===== src/rtl/core/spi3_pkg.sv =====
// Package: shared types and constants for the three-wire SPI register master.
package spi3_pkg;

  // Largest number of data bytes in one transaction
  localparam int unsigned MaxBytes = 8;

  // Widths
  localparam int unsigned HalfW  = 16;
  localparam int unsigned DataW  = 64;
  localparam int unsigned CountW = 4;
  localparam int unsigned BitW   = 3;
  localparam int unsigned AddrW  = 8;
  localparam int unsigned PaddrW = 3;
  localparam int unsigned PdataW = 32;

  // Register map (byte address bit 2 selects the register word)
  localparam logic RegHalfPeriod = 1'b0;

  // Reset values and fixed codes
  localparam logic [HalfW-1:0] HalfPeriodReset = 16'd50;
  localparam logic [AddrW-1:0] ReadFlag        = 8'h80;
  localparam logic             CmdRead         = 1'b1;

  // Input item: one system tick
  typedef struct packed {
    logic              start_req;
    logic              cmd;
    logic [AddrW-1:0]  reg_addr;
    logic [CountW-1:0] byte_count;
    logic [DataW-1:0]  write_data;
    logic              sdio_in;
  } in_item_t;

  // Result item: pin levels and status after the tick
  typedef struct packed {
    logic             cs_n;
    logic             sclk;
    logic             sdio_out;
    logic             sdio_drive;
    logic             busy_res;
    logic             done_res;
    logic [DataW-1:0] read_data;
  } out_item_t;

endpackage


===== src/rtl/core/three_wire_spi_register_master.sv =====
// Three-wire SPI register master (clock mode 3), one system tick per transfer.
// The result of a transfer is registered and presented in the cycle after acceptance.
// Throughput: one transfer per cycle if results drain; the output register decouples
//   the channels, so a new transfer is taken while the previous result is being taken.
// Reset (rst_n low, synchronous): idle, chip select high, clock high, half_period 50,
//   no result pending.
module three_wire_spi_register_master
  import spi3_pkg::*;
(
  input  logic              clk,
  input  logic              rst_n,
  // input channel
  input  logic              in_valid,
  output logic              in_ready,
  input  in_item_t          in_data,
  // result channel
  output logic              out_valid,
  input  logic              out_ready,
  output out_item_t         out_data,
  // configuration port
  input  logic              cfg_psel,
  input  logic              cfg_penable,
  input  logic              cfg_pwrite,
  input  logic [PaddrW-1:0] cfg_paddr,
  input  logic [PdataW-1:0] cfg_pwdata,
  output logic [PdataW-1:0] cfg_prdata,
  output logic              cfg_pready
);

  // Configuration register
  logic [HalfW-1:0] half_period_r;

  // Transaction state
  logic              active_r, active_nxt;
  logic              reading_r, reading_nxt;
  logic              addr_phase_r, addr_phase_nxt;
  logic              high_half_r, high_half_nxt;
  logic [HalfW-1:0]  tick_r, tick_nxt;
  logic [BitW-1:0]   bit_pos_r, bit_pos_nxt;
  logic [CountW-1:0] byte_pos_r, byte_pos_nxt;
  logic [CountW-1:0] bytes_req_r, bytes_req_nxt;
  logic [AddrW-1:0]  addr_shift_r, addr_shift_nxt;
  logic [DataW-1:0]  tx_buf_r, tx_buf_nxt;
  logic [DataW-1:0]  rx_buf_r, rx_buf_nxt;

  // Result register
  logic      out_valid_r;
  out_item_t out_data_r, out_data_nxt;

  logic in_fire;
  logic cfg_wr;

  // APB access: no wait states
  assign cfg_pready = 1'b1;
  assign cfg_wr     = cfg_psel && cfg_penable && cfg_pwrite
                      && (cfg_paddr[PaddrW-1] == RegHalfPeriod);
  assign cfg_prdata = (cfg_paddr[PaddrW-1] == RegHalfPeriod)
                      ? {{(PdataW-HalfW){1'b0}}, half_period_r} : '0;

  always_ff @(posedge clk) begin
    if (!rst_n) begin
      half_period_r <= HalfPeriodReset;
    end else if (cfg_wr) begin
      half_period_r <= cfg_pwdata[HalfW-1:0];
    end
  end

  // Handshake: take a new tick whenever the result slot is free or draining
  assign in_ready  = !out_valid_r || out_ready;
  assign in_fire   = in_valid && in_ready;
  assign out_valid = out_valid_r;
  assign out_data  = out_data_r;

  // Next state and result for one tick
  always_comb begin
    logic [HalfW:0]    tick_inc;
    logic              half_end;
    logic              done;
    logic [5:0]        rx_idx;
    logic [5:0]        tx_idx;
    logic [CountW-1:0] cnt_sat;
    logic [CountW-1:0] byte_pos_step;

    active_nxt     = active_r;
    reading_nxt    = reading_r;
    addr_phase_nxt = addr_phase_r;
    high_half_nxt  = high_half_r;
    tick_nxt       = tick_r;
    bit_pos_nxt    = bit_pos_r;
    byte_pos_nxt   = byte_pos_r;
    bytes_req_nxt  = bytes_req_r;
    addr_shift_nxt = addr_shift_r;
    tx_buf_nxt     = tx_buf_r;
    rx_buf_nxt     = rx_buf_r;
    done           = 1'b0;

    tick_inc = {1'b0, tick_r} + {{HalfW{1'b0}}, 1'b1};
    half_end = (tick_inc >= {1'b0, half_period_r});
    rx_idx   = {byte_pos_r[BitW-1:0], bit_pos_r};
    cnt_sat  = (in_data.byte_count > CountW'(MaxBytes)) ? CountW'(MaxBytes)
                                                        : in_data.byte_count;
    byte_pos_step = addr_phase_r ? '0 : (byte_pos_r + CountW'(1));

    if (active_r) begin
      if (half_end) begin
        tick_nxt = '0;
        if (!high_half_r) begin
          // end of low half: sample read data
          if (reading_r && !addr_phase_r) begin
            rx_buf_nxt[rx_idx] = in_data.sdio_in;
          end
          high_half_nxt = 1'b1;
        end else if (bit_pos_r != '0) begin
          bit_pos_nxt   = bit_pos_r - BitW'(1);
          high_half_nxt = 1'b0;
        end else begin
          // byte boundary
          bit_pos_nxt    = '1;
          addr_phase_nxt = 1'b0;
          byte_pos_nxt   = byte_pos_step;
          if (byte_pos_step >= bytes_req_r) begin
            active_nxt = 1'b0;
            done       = 1'b1;
          end else begin
            high_half_nxt = 1'b0;
          end
        end
      end else begin
        tick_nxt = tick_inc[HalfW-1:0];
      end
    end else if (in_data.start_req) begin
      // launch a transaction
      active_nxt     = 1'b1;
      reading_nxt    = (in_data.cmd == CmdRead);
      addr_phase_nxt = 1'b1;
      high_half_nxt  = 1'b0;
      tick_nxt       = '0;
      bit_pos_nxt    = '1;
      byte_pos_nxt   = '0;
      bytes_req_nxt  = cnt_sat;
      addr_shift_nxt = (in_data.cmd == CmdRead) ? (in_data.reg_addr | ReadFlag)
                                                : in_data.reg_addr;
      tx_buf_nxt     = in_data.write_data;
      rx_buf_nxt     = '0;
    end

    // Pin levels after the tick
    tx_idx = {byte_pos_nxt[BitW-1:0], bit_pos_nxt};
    out_data_nxt.sdio_drive = 1'b0;
    out_data_nxt.sdio_out   = 1'b0;
    if (active_nxt) begin
      if (addr_phase_nxt) begin
        out_data_nxt.sdio_drive = 1'b1;
        out_data_nxt.sdio_out   = addr_shift_nxt[bit_pos_nxt];
      end else if (!reading_nxt) begin
        out_data_nxt.sdio_drive = 1'b1;
        out_data_nxt.sdio_out   = tx_buf_nxt[tx_idx];
      end
    end
    out_data_nxt.cs_n      = !active_nxt;
    out_data_nxt.sclk      = !(active_nxt && !high_half_nxt);
    out_data_nxt.busy_res  = active_nxt;
    out_data_nxt.done_res  = done;
    out_data_nxt.read_data = done ? rx_buf_nxt : '0;
  end

  // State and result registers
  always_ff @(posedge clk) begin
    if (!rst_n) begin
      active_r     <= 1'b0;
      reading_r    <= 1'b0;
      addr_phase_r <= 1'b0;
      high_half_r  <= 1'b1;
      tick_r       <= '0;
      bit_pos_r    <= '1;
      byte_pos_r   <= '0;
      bytes_req_r  <= '0;
      addr_shift_r <= '0;
      tx_buf_r     <= '0;
      rx_buf_r     <= '0;
      out_valid_r  <= 1'b0;
    end else begin
      if (in_fire) begin
        active_r     <= active_nxt;
        reading_r    <= reading_nxt;
        addr_phase_r <= addr_phase_nxt;
        high_half_r  <= high_half_nxt;
        tick_r       <= tick_nxt;
        bit_pos_r    <= bit_pos_nxt;
        byte_pos_r   <= byte_pos_nxt;
        bytes_req_r  <= bytes_req_nxt;
        addr_shift_r <= addr_shift_nxt;
        tx_buf_r     <= tx_buf_nxt;
        rx_buf_r     <= rx_buf_nxt;
        out_valid_r  <= 1'b1;
      end else if (out_ready) begin
        out_valid_r  <= 1'b0;
      end
    end
  end

  always_ff @(posedge clk) begin
    if (in_fire) begin
      out_data_r <= out_data_nxt;
    end
  end

`ifndef SYNTHESIS
  // Presented result mirrors the live transaction flag
  a_busy_tracks_state: assert property (@(posedge clk) disable iff (!rst_n)
    out_valid_r |-> (out_data_r.busy_res == active_r) && (out_data_r.cs_n == !active_r))
    else $error("busy/cs_n disagree with transaction state");

  // Done is shown at the tick that leaves the transaction
  a_done_ends_txn: assert property (@(posedge clk) disable iff (!rst_n)
    in_fire && active_r && !active_nxt |=> out_data_r.done_res)
    else $error("transaction ended without done");

  // Read data only shown with done
  a_rdata_with_done: assert property (@(posedge clk) disable iff (!rst_n)
    out_valid_r && !out_data_r.done_res |-> (out_data_r.read_data == '0))
    else $error("read_data nonzero without done");

  // Clock stays in its idle half whenever idle
  a_idle_pins: assert property (@(posedge clk) disable iff (!rst_n)
    !active_r |-> high_half_r || !$past(rst_n))
    else $error("clock low while idle");

  // Accepted tick always yields a result next cycle
  a_result_follows: assert property (@(posedge clk) disable iff (!rst_n)
    in_fire |=> out_valid_r)
    else $error("accepted transfer produced no result");
`endif

endmodule

===== config.mk =====
export PLATFORM = sky130hd
export DESIGN_NAME = three_wire_spi_register_master
export DESIGN_NICKNAME = d
export VERILOG_FILES = /design/src/rtl/core/spi3_pkg.sv /design/src/rtl/core/three_wire_spi_register_master.sv
export SDC_FILE = /design/constraint.sdc
export NUM_CORES = 1
export LEC_CHECK = 0
export BUFFER_PORTS_ARGS = -buffer_cell sky130_fd_sc_hd__buf_4
export CAP_MARGIN = 5
export CORE_ASPECT_RATIO = 1.1
export CORE_MARGIN = 4
export CORE_UTILIZATION = 48
export CTS_CLUSTER_DIAMETER = 50
export CTS_CLUSTER_SIZE = 14
export DETAILED_ROUTE_END_ITERATION = 10
export GPL_TIMING_DRIVEN = 1
export PLACE_DENSITY_LB_ADDON = 0.2
export SYNTH_ARGS = -nofsm -noshare
export SYNTH_HDL_FRONTEND = slang
export SYNTH_SLANG_ARGS = --single-unit

===== constraint.sdc =====
create_clock -name clk -period 14.12 [get_ports clk]
set_input_delay 1.412 -clock clk [delete_from_list [all_inputs] [get_ports clk]]
set_output_delay 1.412 -clock clk [all_outputs]
set_load 0.03 [all_outputs]

==> impl_metrics.prom, run 1 <==
# TYPE chip_impl_metric gauge
chip_impl_metric{name="synth-simple-area-share",unit=""} 0.245
chip_impl_metric{name="power_leakage",unit="µW"} 0.00595
chip_impl_metric{name="syn_avg_cell_area",unit="µm²"} 8.23
chip_impl_metric{name="insertedDiodeCount",unit=""} 0
chip_impl_info{name="hold_path_class",value="register to register"} 1
chip_impl_metric{name="initial_core_util",unit=""} 0.489
chip_impl_metric{name="synth-seq-area-share",unit=""} 0.437
chip_impl_metric{name="syn-cell-area",unit="µm²"} 13200
chip_impl_metric{name="clock_buffers_created_by_tritoncts",unit=""} 27
chip_impl_metric{name="worst_slew_margin_rel",unit=""} 0.346
chip_impl_metric{name="maxClockFrequency",unit="MHz"} 173
chip_impl_info{name="hold_start",value="tx_buf_r[21]"} 1
chip_impl_info{name="tritoncts",value="built"} 1
chip_impl_metric{name="io_buffers",unit=""} 190
chip_impl_info{name="timing_worst_setup_path_type",value="register to register"} 1
chip_impl_metric{name="route.vias.total",unit=""} 11500
chip_impl_metric{name="dp_worst_setup_slack",unit="ns"} 8.44
chip_impl_metric{name="post_synth_fa_ha_maj_area_fraction",unit=""} 0.0227
chip_impl_metric{name="dpl_hpwl",unit="mm"} 22.3
chip_impl_metric{name="count_of_mapped_cells_out_of_synthesis",unit=""} 1610
chip_impl_metric{name="synth-async-reset-ratio",unit=""} 0
chip_impl_info{name="timing.critical_path.to_type",value="register"} 1
chip_impl_metric{name="synth_top_cell_area_share",unit=""} 0.278
chip_impl_metric{name="dieHeight",unit="µm"} 182
chip_impl_metric{name="synth.mux.area_fraction",unit=""} 0.0579
chip_impl_metric{name="timing_worst_slew_pin_value",unit="ns"} 0.981
chip_impl_metric{name="post_cts.resized_instances",unit=""} 0
chip_impl_metric{name="footprint_of_the_multi_input_gates",unit="µm²"} 6830
chip_impl_metric{name="grt_max_degree",unit=""} 104
chip_impl_metric{name="placed_area",unit="µm²"} 14700
chip_impl_metric{name="maxCapViolCount",unit=""} 0
chip_impl_metric{name="synth_enable_flop_cells",unit=""} 70
chip_impl_metric{name="post_synth_xor_area_fraction",unit=""} 0.0106
chip_impl_metric{name="detail_route.wirelength",unit="mm"} 34.5
chip_impl_metric{name="timing.final.max_slew_violations",unit=""} 0
chip_impl_metric{name="timing_hold_violations_final",unit=""} 0
chip_impl_metric{name="insertion_delay",unit="ns"} 0.53
chip_impl_metric{name="num-nets-final",unit=""} 1873
chip_impl_metric{name="timing.final.setup_violations",unit=""} 0
chip_impl_info{name="rsz_0062_raised_after_global_routing",value="false"} 1
chip_impl_metric{name="clock_skew",unit="ns"} 0.0223
chip_impl_metric{name="drt-vias-per-instance",unit=""} 5.45
chip_impl_info{name="timing.critical_path.from_type",value="register"} 1
chip_impl_info{name="reg2reg_from",value="tick_r[2]"} 1
chip_impl_info{name="yosys-top-cells-area",value="sky130_fd_sc_hd__dfxtp_1 28%, sky130_fd_sc_hd__edfxtp_1 16%, sky130_fd_sc_hd__nand2_1 11%"} 1
chip_impl_metric{name="grt_antenna_before_repair",unit=""} 0
chip_impl_metric{name="final_cell_area",unit="µm²"} 15600
chip_impl_metric{name="die_ar",unit="µm²"} 30300
chip_impl_metric{name="overall_global_routing_usage",unit=""} 0.216
chip_impl_metric{name="power_density",unit="nW/µm²"} 108
chip_impl_metric{name="layout-drive-gt1-share",unit=""} 0.186
chip_impl_metric{name="totalNegativeSetupSlack",unit="ns"} 0
chip_impl_metric{name="gp_congestion",unit=""} 0.831
chip_impl_metric{name="ys_seq_elements",unit=""} 254
chip_impl_info{name="outcome",value="finished, final reports clean"} 1
chip_impl_metric{name="postCtsSetupBuffers",unit=""} 0
chip_impl_metric{name="ir_worst_vdd",unit="µV"} 66.6
chip_impl_metric{name="cp.arrival",unit="ns"} 6.03
chip_impl_metric{name="fillCellCount",unit=""} 2512
chip_impl_metric{name="ys_types",unit=""} 67
chip_impl_metric{name="layout_worst_path_cycle_share",unit=""} 0.409
chip_impl_metric{name="seqCellArea",unit="µm²"} 5790
chip_impl_metric{name="overflow",unit=""} 0
chip_impl_metric{name="detail_route.first_pass.iterations",unit=""} 7
chip_impl_metric{name="design.core.area",unit="µm²"} 27100
chip_impl_metric{name="synth_area_in_compound_gates",unit=""} 0.173
chip_impl_metric{name="routed_wire_length_per_instance",unit="µm"} 16.4
chip_impl_metric{name="ioPinCount",unit=""} 226
chip_impl_metric{name="drc_errors",unit=""} 0
chip_impl_metric{name="wire_length_of_the_first_global_routing_pass",unit="mm"} 55.6
chip_impl_info{name="synth_top_cell_by_area",value="sky130_fd_sc_hd__dfxtp_1"} 1
chip_impl_info{name="synth_top_family_by_area",value="simple AND/OR/NAND/NOR gates"} 1
chip_impl_metric{name="synth.yosys.warnings",unit=""} 0
chip_impl_info{name="critical_path.startpoint",value="tick_r[2]"} 1
chip_impl_metric{name="worst_ep_required_time",unit="ns"} 14.38
chip_impl_metric{name="final_worst_slack",unit="ns"} 8.35
chip_impl_metric{name="num_rows",unit=""} 63
chip_impl_metric{name="first_global_vias",unit=""} 10900
chip_impl_info{name="clk_root_buffer_cell",value="sky130_fd_sc_hd__clkbuf_16"} 1
chip_impl_metric{name="crit_path_max_fanout",unit=""} 17
chip_impl_metric{name="drt_iter0_markers",unit=""} 818
chip_impl_metric{name="die_x",unit="µm"} 166
chip_impl_metric{name="post-route-min-period",unit="ns"} 5.77
chip_impl_metric{name="clock_sink_count",unit=""} 254
chip_impl_metric{name="clk_path_buf_depth",unit=""} 3
chip_impl_metric{name="route.antenna.remaining_nets",unit=""} 0
chip_impl_metric{name="reg_clk_slew_reported_paths",unit="ns"} 0.06
chip_impl_metric{name="area_growth",unit="%"} 17.9
chip_impl_info{name="synth_ff_type",value="sky130_fd_sc_hd__dfxtp_1"} 1
chip_impl_metric{name="htree_levels",unit=""} 1
chip_impl_metric{name="ctsHoldBuffers",unit=""} 0
sequential cells by signal (all words and copies together), names as in the netlist, 3 cells and up:
signal         cells
addr_shift_r       8
half_period_r     16
bit_pos_r          3
out_data          70
byte_pos_r         4
tx_buf_r          64
rx_buf_r          64
tick_r            16
bytes_req_r        4
metal layers:
| metal | up-vias | track usage | share of wire |
|---|---|---|---|
| met4 | 0 | 0.0560 | 0.020 |
| li1 | 5688 | - | - |
| met1 | 5350 | 0.297 | 0.45 |
| met3 | 53 | 0.0295 | 0.062 |
| met2 | 388 | 0.361 | 0.47 |
| met5 | - | 0 | 0 |
worst max-delay path, cell delays in order, from the launching register on:
cell and delay (ns):
sky130_fd_sc_hd__dfxtp_1 0.42, sky130_fd_sc_hd__and3_1 0.27, sky130_fd_sc_hd__nand3_1 0.14, sky130_fd_sc_hd__nor2_1 0.28, sky130_fd_sc_hd__and3_1 0.34, sky130_fd_sc_hd__nand3_1 0.13
sky130_fd_sc_hd__xnor2_1 0.24, sky130_fd_sc_hd__ha_1 0.29, sky130_fd_sc_hd__nand4_1 0.15, sky130_fd_sc_hd__nor4_1 0.09, sky130_fd_sc_hd__o31ai_1 0.25, sky130_fd_sc_hd__and4_1 0.53
sky130_fd_sc_hd__or3_1 0.65, sky130_fd_sc_hd__nand2_1 0.56, sky130_fd_sc_hd__a21oi_1 0.28, sky130_fd_sc_hd__o221ai_1 0.15, sky130_fd_sc_hd__and3_1 0.21, sky130_fd_sc_hd__nor4_1 0.40
sky130_fd_sc_hd__o31ai_1 0.11
cell usage in the layout (no fill, tap or decap), types with 31 or more instances in the layout:
| cell type | instances |
|---|---|
| sky130_fd_sc_hd__a21boi_0 | 91 |
| sky130_fd_sc_hd__a21oi_1 | 40 |
| sky130_fd_sc_hd__and2_1 | 71 |
| sky130_fd_sc_hd__buf_4 | 203 |
| sky130_fd_sc_hd__dfxtp_1 | 183 |
| sky130_fd_sc_hd__edfxtp_1 | 70 |
| sky130_fd_sc_hd__inv_1 | 31 |
| sky130_fd_sc_hd__mux2_2 | 57 |
| sky130_fd_sc_hd__nand2_1 | 376 |
| sky130_fd_sc_hd__nand3_1 | 36 |
| sky130_fd_sc_hd__nor2_1 | 165 |
| sky130_fd_sc_hd__o21ai_0 | 104 |
Yosys cell counts (16+ instances only):
library cell	n
sky130_fd_sc_hd__nor2b_1	23
sky130_fd_sc_hd__and2_1	71
sky130_fd_sc_hd__ha_1	24
sky130_fd_sc_hd__clkbuf_1	95
sky130_fd_sc_hd__nor3_1	22
sky130_fd_sc_hd__edfxtp_1	70
sky130_fd_sc_hd__o21ai_0	104
sky130_fd_sc_hd__nor2_1	166
sky130_fd_sc_hd__a21boi_0	91
sky130_fd_sc_hd__inv_1	31
sky130_fd_sc_hd__nand2_1	378
sky130_fd_sc_hd__a21oi_1	40
sky130_fd_sc_hd__buf_4	17
sky130_fd_sc_hd__nand3_1	36
sky130_fd_sc_hd__mux2_2	57
sky130_fd_sc_hd__a21o_1	16
sky130_fd_sc_hd__dfxtp_1	184
cell type report:
| cell class | count | share of cell area |
|---|---|---|
| clock buffers | 37 | 0.0490 |
| clock inverters | 12 | 0.00785 |
| inverters | 33 | 0.00801 |
| multi-input cells | 1208 | 0.438 |
| flip-flops and latches | 254 | 0.371 |
| well taps | 357 | 0.0286 |
| repair buffers | 204 | 0.0983 |
cell families after synthesis:
logic type               after synthesis
buffers and inverters                163
other                                  2
XOR/XNOR                              16
AND/OR/NAND/NOR                      741
multiplexers                          67
adder cells (fa/ha/maj)               24
AO/OA/AOI/OAI                        343
flip-flops                           254
path summary, 6_finish.rpt:
| kind | endpoint | slack, ns | cells after the start |
|---|---|---|---|
| worst max-delay path | out_data[67] | 8.35 | 18 |
| worst min register to register | tx_buf_r[21] | 0.46 | 2 |
| worst min-delay path | tx_buf_r[21] | 0.46 | 2 |
| worst max register to register | out_data[67] | 8.35 | 18 |
per-stage QoR:
stage	power (µW)	utilization	hold WS [ns]	std cells
3_3_place_gp	994	0.543	0.447	2056
2_1_floorplan	924	-	0.439	1625
5_1_grt	1750	0.576	0.484	2105
4_1_cts	1700	0.576	0.466	2105
3_5_place_dp	996	0.543	0.458	2056
6_report	1690	0.576	0.464	2105
power breakdown:
group	total [µW]	switching (µW)	internal (µW)
Clock	707	303	404
Combinational	193	125	68.4
Sequential	787	16.0	771
Total	1690	444	1240
No activity file was read; power rests on OpenSTA's default activity.
==> run 2: changes to the inputs <==
==> constraint.sdc (replaced) <==
create_clock -name clk -period 5.15 [get_ports clk]
set_input_delay 0.515 -clock clk [delete_from_list [all_inputs] [get_ports clk]]
set_output_delay 0.515 -clock clk [all_outputs]
set_load 0.03 [all_outputs]
==> run 2 against run 1 <==
Worst setup slack got worse by 8.0 ns. Die area unchanged. Non-clock buffer count increased by 16. Clock skew is 0.0065 ns lower. Clock power rose to 2.7 times the previous value. Combinational power grew to 2.8 times the previous value. Clock-buffer cell count is 2 higher. Flip-flop and latch count did not move. Global-route usage increased by 0.15 points. Sequential power rose to 2.7 times the previous value. Critical path type unchanged. Critical endpoint unchanged.
==> impl_metrics.prom, run 2 (synthesis gave the netlist of run 1 again) <==
# TYPE chip_impl_metric gauge
chip_impl_info{name="outcome",value="finished, final reports clean"} 1
chip_impl_metric{name="ir_worst_vdd",unit="µV"} 203
chip_impl_metric{name="clock_skew",unit="ns"} 0.0158
chip_impl_metric{name="drc_errors",unit=""} 0
chip_impl_metric{name="gp_congestion",unit=""} 0.834
chip_impl_metric{name="cp.arrival",unit="ns"} 5.09
chip_impl_metric{name="detail_route.wirelength",unit="mm"} 34.5
chip_impl_info{name="timing.critical_path.to_type",value="register"} 1
chip_impl_metric{name="detail_route.first_pass.iterations",unit=""} 5
chip_impl_info{name="timing_worst_setup_path_type",value="register to register"} 1
chip_impl_metric{name="holdWs",unit="ns"} 0.209
chip_impl_metric{name="ctsHoldBuffers",unit=""} 0
chip_impl_metric{name="clock_sink_count",unit=""} 254
chip_impl_metric{name="io_buffers",unit=""} 190
chip_impl_metric{name="timing.final.setup_violations",unit=""} 0
chip_impl_metric{name="area_growth",unit="%"} 19.1
chip_impl_metric{name="cp.buffers_inverters",unit=""} 2
chip_impl_metric{name="route.vias.total",unit=""} 11500
chip_impl_metric{name="first_global_vias",unit=""} 10800
chip_impl_metric{name="post-route-min-period",unit="ns"} 4.80
chip_impl_info{name="tritoncts",value="built"} 1
chip_impl_metric{name="timing_worst_slew_pin_value",unit="ns"} 1.20
chip_impl_metric{name="clock_buffers_created_by_tritoncts",unit=""} 26
chip_impl_metric{name="wire_length_of_the_first_global_routing_pass",unit="mm"} 55.7
chip_impl_metric{name="insertedDiodeCount",unit=""} 0
chip_impl_metric{name="maxCapViolCount",unit=""} 0
chip_impl_metric{name="num-nets-final",unit=""} 1888
chip_impl_metric{name="initial_core_util",unit=""} 0.489
chip_impl_info{name="path_cells",value="ha_1, nand3_2, or3_1, nor2_1, xor2_1, ha_1, nand4_1, nor4_1, o31ai_1, and4_2, buf_4, nor3_4, buf_4, a311o_2, nand2b_1, or4_1, a31oi_1, o31ai_1"} 1
chip_impl_metric{name="maxClockFrequency",unit="MHz"} 208
chip_impl_info{name="clk_root_buffer_cell",value="sky130_fd_sc_hd__clkbuf_16"} 1
chip_impl_metric{name="ioPinCount",unit=""} 226
chip_impl_metric{name="dpl_hpwl",unit="mm"} 22.7
chip_impl_metric{name="overflow",unit=""} 0
chip_impl_metric{name="grt_antenna_before_repair",unit=""} 0
chip_impl_metric{name="grt_max_degree",unit=""} 185
chip_impl_metric{name="die_x",unit="µm"} 166
chip_impl_metric{name="route.antenna.remaining_nets",unit=""} 0
chip_impl_metric{name="design.core.area",unit="µm²"} 27100
chip_impl_metric{name="totalNegativeSetupSlack",unit="ns"} 0
chip_impl_metric{name="routed_wire_length_per_instance",unit="µm"} 16.3
chip_impl_metric{name="worst_slew_margin_rel",unit=""} 0.197
chip_impl_info{name="timing.critical_path.from_type",value="register"} 1
chip_impl_metric{name="htree_levels",unit=""} 1
chip_impl_metric{name="dieHeight",unit="µm"} 182
chip_impl_info{name="rsz_0062_raised_after_global_routing",value="false"} 1
chip_impl_info{name="hold_path_class",value="input port to register"} 1
chip_impl_metric{name="clk_path_buf_depth",unit=""} 3
chip_impl_info{name="timing.critical_path.slowest_stage_cell",value="sky130_fd_sc_hd__or4_1"} 1
chip_impl_metric{name="num_rows",unit=""} 63
chip_impl_metric{name="layout_worst_path_cycle_share",unit=""} 0.933
chip_impl_metric{name="layout-drive-gt1-share",unit=""} 0.199
chip_impl_metric{name="overall_global_routing_usage",unit=""} 0.217
chip_impl_info{name="layout_common_cells",value="376 x sky130_fd_sc_hd__nand2_1, 218 x sky130_fd_sc_hd__buf_4, 183 x sky130_fd_sc_hd__dfxtp_1"} 1
chip_impl_info{name="layout_commonest_cell",value="sky130_fd_sc_hd__nand2_1"} 1
chip_impl_metric{name="die_ar",unit="µm²"} 30300
chip_impl_metric{name="crit_path_max_fanout",unit=""} 8
chip_impl_metric{name="reg_clk_slew_reported_paths",unit="ns"} 0.06
chip_impl_metric{name="timing.final.max_slew_violations",unit=""} 0
chip_impl_metric{name="critical_path_s_largest_stage_delay",unit="ns"} 0.53
chip_impl_metric{name="fillCellCount",unit=""} 2532
chip_impl_info{name="critical-path-top-delay-family",value="simple AND/OR/NAND/NOR gates"} 1
chip_impl_metric{name="power_density",unit="nW/µm²"} 292
chip_impl_metric{name="timing_hold_violations_final",unit=""} 0
chip_impl_metric{name="drt_iter0_markers",unit=""} 875
chip_impl_metric{name="worst_ep_required_time",unit="ns"} 5.43
chip_impl_metric{name="drt-vias-per-instance",unit=""} 5.43
chip_impl_metric{name="largest_reg_flops",unit=""} 70
chip_impl_metric{name="power_leakage",unit="µW"} 0.00605
chip_impl_metric{name="insertion_delay",unit="ns"} 0.54
## run 2: what timing repair did
action                                 in CTS  in global routing
gates resized for setup                     0                 11
setup endpoints to repair                   0                  1
endpoints found under the hold margin       0                  0
setup buffers                               0                  2
## run 2: final cells by class
type / instances / area, µm² / area share
repair buffers: 220 / 1670 / 0.106
multi-input cells: 1208 / 6880 / 0.436
flip-flops and latches: 254 / 5790 / 0.367
well taps: 357 / 447 / 0.0283
clock inverters: 9 / 97.6 / 0.00619
inverters: 33 / 125 / 0.00793
clock buffers: 39 / 772 / 0.0489
## run 2: path summary, 6_finish.rpt
kind                startpoint                 to  slack (ns)  depth (start not counted)
max                  tick_r[0]       out_data[67]        0.35                         18
min              cfg_pwdata[1]   half_period_r[1]        0.21                          3
max reg2reg          tick_r[0]       out_data[67]        0.35                         18
min reg2reg  half_period_r[14]  half_period_r[14]        0.46                          2
## run 2: worst register-to-register path, cell delays in order (launching register included)
cell,delay (ns)
sky130_fd_sc_hd__dfxtp_1,0.40
sky130_fd_sc_hd__ha_1,0.27
sky130_fd_sc_hd__nand3_2,0.11
sky130_fd_sc_hd__or3_1,0.45
sky130_fd_sc_hd__nor2_1,0.16
sky130_fd_sc_hd__xor2_1,0.21
sky130_fd_sc_hd__ha_1,0.27
sky130_fd_sc_hd__nand4_1,0.12
sky130_fd_sc_hd__nor4_1,0.08
sky130_fd_sc_hd__o31ai_1,0.26
sky130_fd_sc_hd__and4_2,0.38
sky130_fd_sc_hd__buf_4,0.18
sky130_fd_sc_hd__nor3_4,0.05
sky130_fd_sc_hd__buf_4,0.17
sky130_fd_sc_hd__a311o_2,0.43
sky130_fd_sc_hd__nand2b_1,0.22
sky130_fd_sc_hd__or4_1,0.53
sky130_fd_sc_hd__a31oi_1,0.19
sky130_fd_sc_hd__o31ai_1,0.09
## run 2: report_power, final
part / internal [µW] / switching (µW) / total, µW
clock network: 1100 / 808 / 1910
registers: 2110 / 46.3 / 2160
logic: 191 / 342 / 532
total: 3410 / 1200 / 4600
## run 2: routing by layer
metal / track usage / up-vias / part of all wire
li1: - / 5722 / -
met1: 0.304 / 5374 / 0.45
met2: 0.358 / 372 / 0.46
met3: 0.0321 / 52 / 0.070
met4: 0.0524 / 0 / 0.018
met5: 0 / - / 0
## run 2: per-stage QoR
stage	power, µW	instances	instance area (µm²)	worst slack, ns	util
2_1_floorplan	2530	1625	13300	0.634	-
4_1_cts	4640	2118	15700	0.143	0.580
5_1_grt	4790	2120	15800	0.00892	0.582
3_3_place_gp	2730	2070	14800	0.296	0.547
3_5_place_dp	2730	2070	14800	0.171	0.547
6_report	4600	2120	15800	0.346	0.582
